<file path="config.mk">
export PLATFORM = sky130hd
export DESIGN_NAME = sorted_priority_queue
export DESIGN_NICKNAME = d
export VERILOG_FILES = /design/src/spq_pkg.sv /design/src/spq_mem.sv /design/src/sorted_priority_queue.sv
export SDC_FILE = /design/constraint.sdc
export NUM_CORES = 1
export LEC_CHECK = 0
export BUFFER_PORTS_ARGS = -buffer_cell sky130_fd_sc_hd__buf_2
export CAP_MARGIN = 15
export CORE_ASPECT_RATIO = 2
export CORE_MARGIN = 2
export CORE_UTILIZATION = 40
export CTS_CLUSTER_DIAMETER = 200
export CTS_CLUSTER_SIZE = 16
export DETAILED_ROUTE_END_ITERATION = 10
export SYNTH_ARGS = -nofsm -noshare
export SYNTH_HDL_FRONTEND = slang
export SYNTH_HIERARCHICAL = 1
export SYNTH_SLANG_ARGS = --single-unit
</file>
<file path="constraint.sdc">
create_clock -name clk_i -period 8.1 [get_ports clk_i]
set_input_delay 1.62 -clock clk_i [delete_from_list [all_inputs] [get_ports clk_i]]
set_output_delay 1.62 -clock clk_i [all_outputs]
set_load 0.01 [all_outputs]
</file>
<file path="src/spq_pkg.sv">
package spq_pkg;

  localparam int unsigned ValueW = 32;
  localparam int unsigned PrioW  = 16;
  localparam int unsigned TotalW = 5;

  // operation codes
  localparam logic OP_INSERT = 1'b0;
  localparam logic OP_POP    = 1'b1;

  // status codes
  localparam logic [1:0] ST_DONE  = 2'd0;
  localparam logic [1:0] ST_FULL  = 2'd1;
  localparam logic [1:0] ST_EMPTY = 2'd2;

  typedef struct packed {
    logic signed [ValueW-1:0] value;
    logic [PrioW-1:0]         prio;
  } entry_t;

  typedef struct packed {
    logic                     operation;
    logic signed [ValueW-1:0] item_value;
    logic [PrioW-1:0]         item_priority;
  } req_t;

  typedef struct packed {
    logic signed [ValueW-1:0] popped_value;
    logic [PrioW-1:0]         popped_priority;
    logic [1:0]               status;
    logic [TotalW-1:0]        entry_total;
    logic                     is_empty;
    logic [PrioW-1:0]         head_priority;
  } rsp_t;

endpackage

</file>
<file path="src/spq_mem.sv">
module spq_mem #(
  parameter int unsigned Depth = 16,
  parameter int unsigned AddrW = 4
) (
  input  logic                clk_i,
  input  logic                we_i,
  input  logic [AddrW-1:0]    waddr_i,
  input  spq_pkg::entry_t     wdata_i,
  input  logic                re_i,
  input  logic [AddrW-1:0]    raddr_i,
  output spq_pkg::entry_t     rdata_o
);

  spq_pkg::entry_t mem_q [Depth];
  spq_pkg::entry_t rdata_q;

  // one write port, one read port with registered data
  always_ff @(posedge clk_i) begin
    if (we_i) begin
      mem_q[waddr_i] <= wdata_i;
    end
  end

  always_ff @(posedge clk_i) begin
    if (re_i) begin
      rdata_q <= mem_q[raddr_i];
    end
  end

  assign rdata_o = rdata_q;

endmodule

</file>
<file path="src/sorted_priority_queue.sv">
// sorted priority queue, up to QUEUE_DEPTH entries of 32-bit value and 16-bit priority
//
// usage: drive req_i and raise start while busy is low; the request is taken at that
// edge. req_i.operation selects insert or pop. exactly one result per request comes
// back on rsp_o, marked by done_o for a single cycle; the receiver cannot stall it.
// a new request may be issued in the same cycle that done_o is high.
//
// entries sit in one ram ordered by descending priority, head at address 0, equal
// priorities first in, first out. one compare unit and the single ram port pair do
// all the work under a small sequencer:
//   insert walks from the tail toward the head, one read and one compare/move per
//   entry passed, moving back every entry of lower priority; when all move, the
//   new entry is written at the head; done_o is registered after the last step
//   pop reads the head, then moves every other entry up one slot, one per cycle
//   full insert or empty pop answers straight from idle with the matching status
// the ram port (one read, one write per cycle) paces these steps.
//
// reset clears the count, the head priority and the sequencer; ram contents are
// left as they are and only addresses below the count are ever read.
module sorted_priority_queue #(
  parameter int unsigned QUEUE_DEPTH = 16
) (
  input  logic          clk_i,
  input  logic          rst_ni,
  input  logic          start,
  input  spq_pkg::req_t req_i,
  output logic          busy,
  output logic          done_o,
  output spq_pkg::rsp_t rsp_o
);

  localparam int unsigned IW = (QUEUE_DEPTH > 1) ? $clog2(QUEUE_DEPTH) : 1;
  localparam int unsigned CW = $clog2(QUEUE_DEPTH + 1);

  // sequencer states
  localparam logic [2:0] S_IDLE     = 3'd0;
  localparam logic [2:0] S_INS_RD   = 3'd1;
  localparam logic [2:0] S_INS_CMP  = 3'd2;
  localparam logic [2:0] S_INS_PUT  = 3'd3;
  localparam logic [2:0] S_POP_HEAD = 3'd4;
  localparam logic [2:0] S_POP_MV   = 3'd5;

  logic [2:0]      state_q, state_d;
  logic [IW-1:0]   idx_q, idx_d;
  logic [CW-1:0]   count_q, count_d;
  logic [spq_pkg::PrioW-1:0] head_q, head_d;
  spq_pkg::req_t   req_q, req_d;
  spq_pkg::entry_t pop_q, pop_d;
  logic            done_q, done_d;
  spq_pkg::rsp_t   rsp_q, rsp_d;

  // ram port signals
  logic            mem_we, mem_re;
  logic [IW-1:0]   mem_waddr, mem_raddr;
  spq_pkg::entry_t mem_wdata, mem_rdata;

  // finish of a request
  logic            fin;
  logic [1:0]      fin_stat;
  spq_pkg::entry_t fin_pop;
  spq_pkg::entry_t new_entry;
  logic [CW+4:0]   total_ext;

  spq_mem #(
    .Depth (QUEUE_DEPTH),
    .AddrW (IW)
  ) u_mem (
    .clk_i   (clk_i),
    .we_i    (mem_we),
    .waddr_i (mem_waddr),
    .wdata_i (mem_wdata),
    .re_i    (mem_re),
    .raddr_i (mem_raddr),
    .rdata_o (mem_rdata)
  );

  assign new_entry.value = req_q.item_value;
  assign new_entry.prio  = req_q.item_priority;

  always_comb begin
    state_d   = state_q;
    idx_d     = idx_q;
    count_d   = count_q;
    head_d    = head_q;
    req_d     = req_q;
    pop_d     = pop_q;
    rsp_d     = rsp_q;
    mem_we    = 1'b0;
    mem_waddr = idx_q;
    mem_wdata = mem_rdata;
    mem_re    = 1'b0;
    mem_raddr = idx_q - IW'(1);
    fin       = 1'b0;
    fin_stat  = spq_pkg::ST_DONE;
    fin_pop   = '0;

    case (state_q)
      S_IDLE: begin
        if (start) begin
          req_d = req_i;
          if (req_i.operation == spq_pkg::OP_POP) begin
            if (count_q == '0) begin
              fin      = 1'b1;
              fin_stat = spq_pkg::ST_EMPTY;
            end else begin
              // fetch the head
              mem_re    = 1'b1;
              mem_raddr = '0;
              idx_d     = IW'(1);
              state_d   = S_POP_HEAD;
            end
          end else begin
            if (count_q == CW'(QUEUE_DEPTH)) begin
              fin      = 1'b1;
              fin_stat = spq_pkg::ST_FULL;
            end else if (count_q == '0) begin
              idx_d   = '0;
              state_d = S_INS_PUT;
            end else begin
              // start at the tail, first free slot
              idx_d   = count_q[IW-1:0];
              state_d = S_INS_RD;
            end
          end
        end
      end

      S_INS_RD: begin
        mem_re    = 1'b1;
        mem_raddr = idx_q - IW'(1);
        state_d   = S_INS_CMP;
      end

      S_INS_CMP: begin
        mem_we    = 1'b1;
        mem_waddr = idx_q;
        if (mem_rdata.prio >= req_q.item_priority) begin
          // new entry lands right behind this one
          mem_wdata = new_entry;
          count_d   = count_q + CW'(1);
          fin       = 1'b1;
          state_d   = S_IDLE;
        end else begin
          // move the lower-priority entry back one slot
          mem_wdata = mem_rdata;
          idx_d     = idx_q - IW'(1);
          state_d   = (idx_q == IW'(1)) ? S_INS_PUT : S_INS_RD;
        end
      end

      S_INS_PUT: begin
        mem_we    = 1'b1;
        mem_waddr = idx_q;
        mem_wdata = new_entry;
        if (idx_q == '0) begin
          head_d = req_q.item_priority;
        end
        count_d = count_q + CW'(1);
        fin     = 1'b1;
        state_d = S_IDLE;
      end

      S_POP_HEAD: begin
        pop_d = mem_rdata;
        if (count_q == CW'(1)) begin
          count_d = '0;
          head_d  = '0;
          fin     = 1'b1;
          fin_pop = mem_rdata;
          state_d = S_IDLE;
        end else begin
          mem_re    = 1'b1;
          mem_raddr = idx_q;
          state_d   = S_POP_MV;
        end
      end

      S_POP_MV: begin
        // move entry up one slot
        mem_we    = 1'b1;
        mem_waddr = idx_q - IW'(1);
        mem_wdata = mem_rdata;
        if (idx_q == IW'(1)) begin
          head_d = mem_rdata.prio;
        end
        if (CW'(idx_q) + CW'(1) == count_q) begin
          count_d = count_q - CW'(1);
          fin     = 1'b1;
          fin_pop = pop_q;
          state_d = S_IDLE;
        end else begin
          idx_d     = idx_q + IW'(1);
          mem_re    = 1'b1;
          mem_raddr = idx_q + IW'(1);
        end
      end

      default: begin
        state_d = S_IDLE;
      end
    endcase

    // result register, taken from the post-request state
    total_ext = {5'b0, count_d};
    done_d    = fin;
    if (fin) begin
      rsp_d.popped_value    = fin_pop.value;
      rsp_d.popped_priority = fin_pop.prio;
      rsp_d.status          = fin_stat;
      rsp_d.entry_total     = total_ext[spq_pkg::TotalW-1:0];
      rsp_d.is_empty        = (count_d == '0);
      rsp_d.head_priority   = (count_d == '0) ? '0 : head_d;
    end
  end

  always_ff @(posedge clk_i or negedge rst_ni) begin
    if (!rst_ni) begin
      state_q <= S_IDLE;
      idx_q   <= '0;
      count_q <= '0;
      head_q  <= '0;
      done_q  <= 1'b0;
    end else begin
      state_q <= state_d;
      idx_q   <= idx_d;
      count_q <= count_d;
      head_q  <= head_d;
      done_q  <= done_d;
    end
  end

  // payload, no reset needed
  always_ff @(posedge clk_i) begin
    req_q <= req_d;
    pop_q <= pop_d;
    rsp_q <= rsp_d;
  end

  assign busy   = (state_q != S_IDLE);
  assign done_o = done_q;
  assign rsp_o  = rsp_q;

  // count never runs past the depth
  a_count_bound: assert property (@(posedge clk_i) disable iff (!rst_ni)
    count_q <= CW'(QUEUE_DEPTH))
    else $error("entry count above queue depth");

  // the ram is only written while a request is being worked
  a_we_busy: assert property (@(posedge clk_i) disable iff (!rst_ni)
    mem_we |-> busy)
    else $error("ram write outside a request");

  // a result always leaves the sequencer idle
  a_done_idle: assert property (@(posedge clk_i) disable iff (!rst_ni)
    done_o |-> !busy)
    else $error("result strobe while busy");

  // pop on empty answers at once with the empty status
  a_pop_empty: assert property (@(posedge clk_i) disable iff (!rst_ni)
    (start && !busy && req_i.operation == spq_pkg::OP_POP && count_q == '0)
      |=> (done_o && rsp_o.status == spq_pkg::ST_EMPTY))
    else $error("empty pop not flagged");

  // empty flag agrees with the stored count
  a_empty_flag: assert property (@(posedge clk_i) disable iff (!rst_ni)
    done_o |-> (rsp_o.is_empty == (count_q == '0)))
    else $error("empty flag does not match count");

endmodule

</file>
==> summary.md <==
| Metric | Value |
|---|---|
| Hpwl dp | `49700 µm` |
| Worst hold path type | `flop to flop` |
| Vias | `19671` |
| Slew margin rel. | `24.9%` |
| Number of flops mapped to enable cells by yosys | `984` |
| Ys async rst share | `2.86%` |
| Cell Pwr Density | `435 nW/µm²` |
| Initial DRC count | `2121` |
| Yosys top cell area share | `75.8%` |
| Register area share after synthesis | `77.7%` |
| Top cell type by total area after synthesis | `edfxtp_1` |
| Nets | `2191` |
| CP Launch Point | `state_q[0]` |
| Htree depth | `3` |
| Outcome | `finished clean` |
| Routability Congestion | `0.889` |
| First-pass GRT wire length | `138000 µm` |
| Crit end category | `flop` |
| R2r setup slk | `3.41 ns` |
| Setup TNS | `0 ns` |
| TritonCTS Buffers | `73` |
| CP Data Arrival Time | `4.95 ns` |
| DR DRC count | `0` |
| Post-Synth Simple-Gate Area | `2.99%` |
| Max-cap viol count | `0` |
| Area grow syn2layout | `11.6%` |
| YS warnings | `6` |
| Worst-path clk slew | `0.07 ns` |
| Most used cell, CP | `nand2_1` |
| Critical-path top delay cell | `nor2_4` |
| Core area | `97100 µm²` |
| Port Buf Inserts | `125` |
| CP required | `8.37 ns` |
| Critical Path End | `u_mem/mem_q[3][44]` |
| CTS Root Cell | `clkbuf_16` |
| Top cells by count, synth | `edfxtp_1 (984), mux4_2 (192), nand2_1 (156)` |
| Number of global-route vias before repair | `20432` |
| Starting Density | `40.1%` |
| Period utilisation layout | `57.9%` |
| Hold Buf Count CTS | `0` |
| GR Util met3 | `2.40%` |
| Clk buf depth | `3` |
| Wire per inst | `28.0 µm` |
| Drt total wl | `94400 µm` |
| Post-CTS Setup Bufs | `0` |
| CTS tree | `built` |
| GRT Resource Usage Total | `19.1%` |
| Pin count of the biggest net entering global routing | `115` |
| Synthesized area per cell | `20.1 µm²` |
| Number of antenna violations at the first check in global routing | `2` |
| Count of final max-slew check failures | `0` |
| Top cells by area, synth | `edfxtp_1 (76%), mux4_2 (11%), a22oi_1 (1.9%), dfrtp_1 (1.9%), nand2_1 (1.5%)` |
| Setup violators final | `0` |
| RSZ-0062 raised after global routing | `no` |
| I/O pin count | `126` |
| Max Clock Freq | `213 MHz` |
| Post-synthesis xor/xnor area fraction | `0.270%` |
| GR peak layer | `met2` |
| TritonRoute pass-1 iters | `7` |
| Leakage | `0.0142 µW` |
| Crit Path Max Fanout | `32` |
| Unique masters post-synth | `69` |
| Core Util, Final | `44.8%` |
| Resize count post-CTS | `0` |
| Min cycle time layout | `4.69 ns` |
| Grt met1 use | `25.5%` |
| Overall power | `18900 µW` |
| Mux share of post-synthesis cell area | `11.2%` |
| Net count after synthesis | `2019` |
| Final Skew | `0.0207 ns` |
| FP Rows | `162` |
| Pre-CTS WS | `3.13 ns` |
| Worst flop-to-flop path endpoint | `u_mem/mem_q[3][44]` |
| Worst skew pair latency | `0.65 ns` |
| Max incr delay on CP | `0.83 ns` |
| Die W | `225 µm` |
| Critical-path cell list | `nand2_1 -> or2_2 -> inv_1 -> nand2_1 -> a21boi_0 -> nand2_1 -> nor2_4 -> buf_4` |
| Synth Area in Adders | `0.770%` |
| Hold Slack | `0.509 ns` |
| Antenna diodes | `0` |
| CP Launch Type | `flop` |
| Reg2reg start | `state_q[0]` |
| Post-Syn Area | `39000 µm²` |
| GRT overflow | `0` |
| Post-synthesis compound-gate area fraction | `5.41%` |
| Setup ws final | `3.41 ns` |
| Most common cell in the netlist | `edfxtp_1` |
| Final hold violation count | `0` |
| GR Util met2 | `32.4%` |
| Largest family of logic cells by synthesized area | `multiplexers` |
| CTS Sinks | `1013` |
| Critical path class | `flop to flop` |
| Routed Antenna Nets | `0` |
| Layout cell share with drive strength beyond 1 | `24.6%` |
| Die Area | `100000 µm²` |
| Die height | `445 µm` |
| Ys flop type | `edfxtp_1` |
| Worst-margin pin slew | `1.13 ns` |
| R2r worst-path depth | `8` |
| Register bit count reported by yosys | `1013` |
| Instance count of the mapped netlist | `1943` |
| Worst IR drop on VDD | `0.815 mV` |
| Avg Vias per Cell | `5.83` |
per-layer routing:
metal | wire (µm) | share of wire [%]
met1 | 38200 | 41
met3 | 5580 | 5.9
met5 | 0 | 0
met2 | 48000 | 51
met4 | 2610 | 2.8
cell usage in the layout, fill, tap and decap left out, types with 7 or more instances in the layout:
master and instances:
buf_4 73, nor2_4 14, a21oi_1 14, nand3_1 8, nor2_2 9, o21ai_0 46
xnor2_1 7, edfxtp_1 984, o31ai_1 16, ha_1 24, clkbuf_1 26, clkbuf_16 76
nor2_1 28, buf_2 129, dfrtp_1 29, o21ai_1 7, a22o_1 48, a222oi_1 16
nor3_1 9, inv_1 43, a22oi_1 97, mux4_2 192, nand2_1 156
where the power goes:
| group | internal [µW] | switching [µW] | total, µW | leakage (µW) |
|---|---|---|---|---|
| logic | 2970 | 4420 | 7390 | 0.00383 |
| registers | 7680 | 447 | 8130 | 0.00936 |
| clock network | 1720 | 1700 | 3420 | 0.000986 |
| total | 12400 | 6570 | 18900 | 0.0142 |
flip-flops by register name, summed over array words and instances (netlist names), 4 cells and up:
signal / cells
count_q: 5
idx_q: 4
head_q: 16
pop_q: 48
rsp_o: 72
new_entry: 48
u_mem/mem_q: 768
u_mem/rdata_o: 48
cell type report:
class / count / area (µm²)
Tap cell: 1230 / 1540
Multi-Input combinational cell: 777 / 8230
Timing Repair Buffer: 206 / 1260
Inverter: 44 / 165
Sequential cell: 1013 / 30300
Clock inverter: 3 / 41.3
Clock buffer: 102 / 2000
Fill cell: 8110 / 53600
kinds of logic after synthesis:
family,count (synthesis)
AO/OA/AOI/OAI,283
XOR/XNOR,12
adder cells (fa/ha/maj),24
buffers and inverters,153
flip-flops,1013
multiplexers,195
AND/OR/NAND/NOR,263
per-stage QoR:
stage | std cells | cell area [µm²]
after floorplan | 1943 | 39000
after global placement | 3257 | 41400
after detailed placement | 3269 | 41500
after CTS | 3374 | 43500
after global routing | 3375 | 43500
final | 3375 | 43500
worst min-delay path by stage:
stage,cells past startpoint,slack (ns),end,start
6_report,0,0.51,pop_q[17],u_mem/rdata_o[17]
3_3_place_gp,0,0.49,pop_q[17],u_mem/rdata_o[17]
3_5_place_dp,0,0.49,pop_q[17],u_mem/rdata_o[17]
5_1_grt,0,0.52,pop_q[17],u_mem/rdata_o[17]
2_1_floorplan,0,0.45,pop_q[16],u_mem/rdata_o[16]
4_1_cts,0,0.50,pop_q[17],u_mem/rdata_o[17]
worst max-delay path, delay by kind of cell (launching register included):
kind | cells | cell delay [ns]
AO/OA/AOI/OAI | 1 | 0.80
buffers and inverters | 2 | 0.96
flip-flops | 1 | 0.57
AND/OR/NAND/NOR | 5 | 1.91
(Power assumes the default switching activity.)
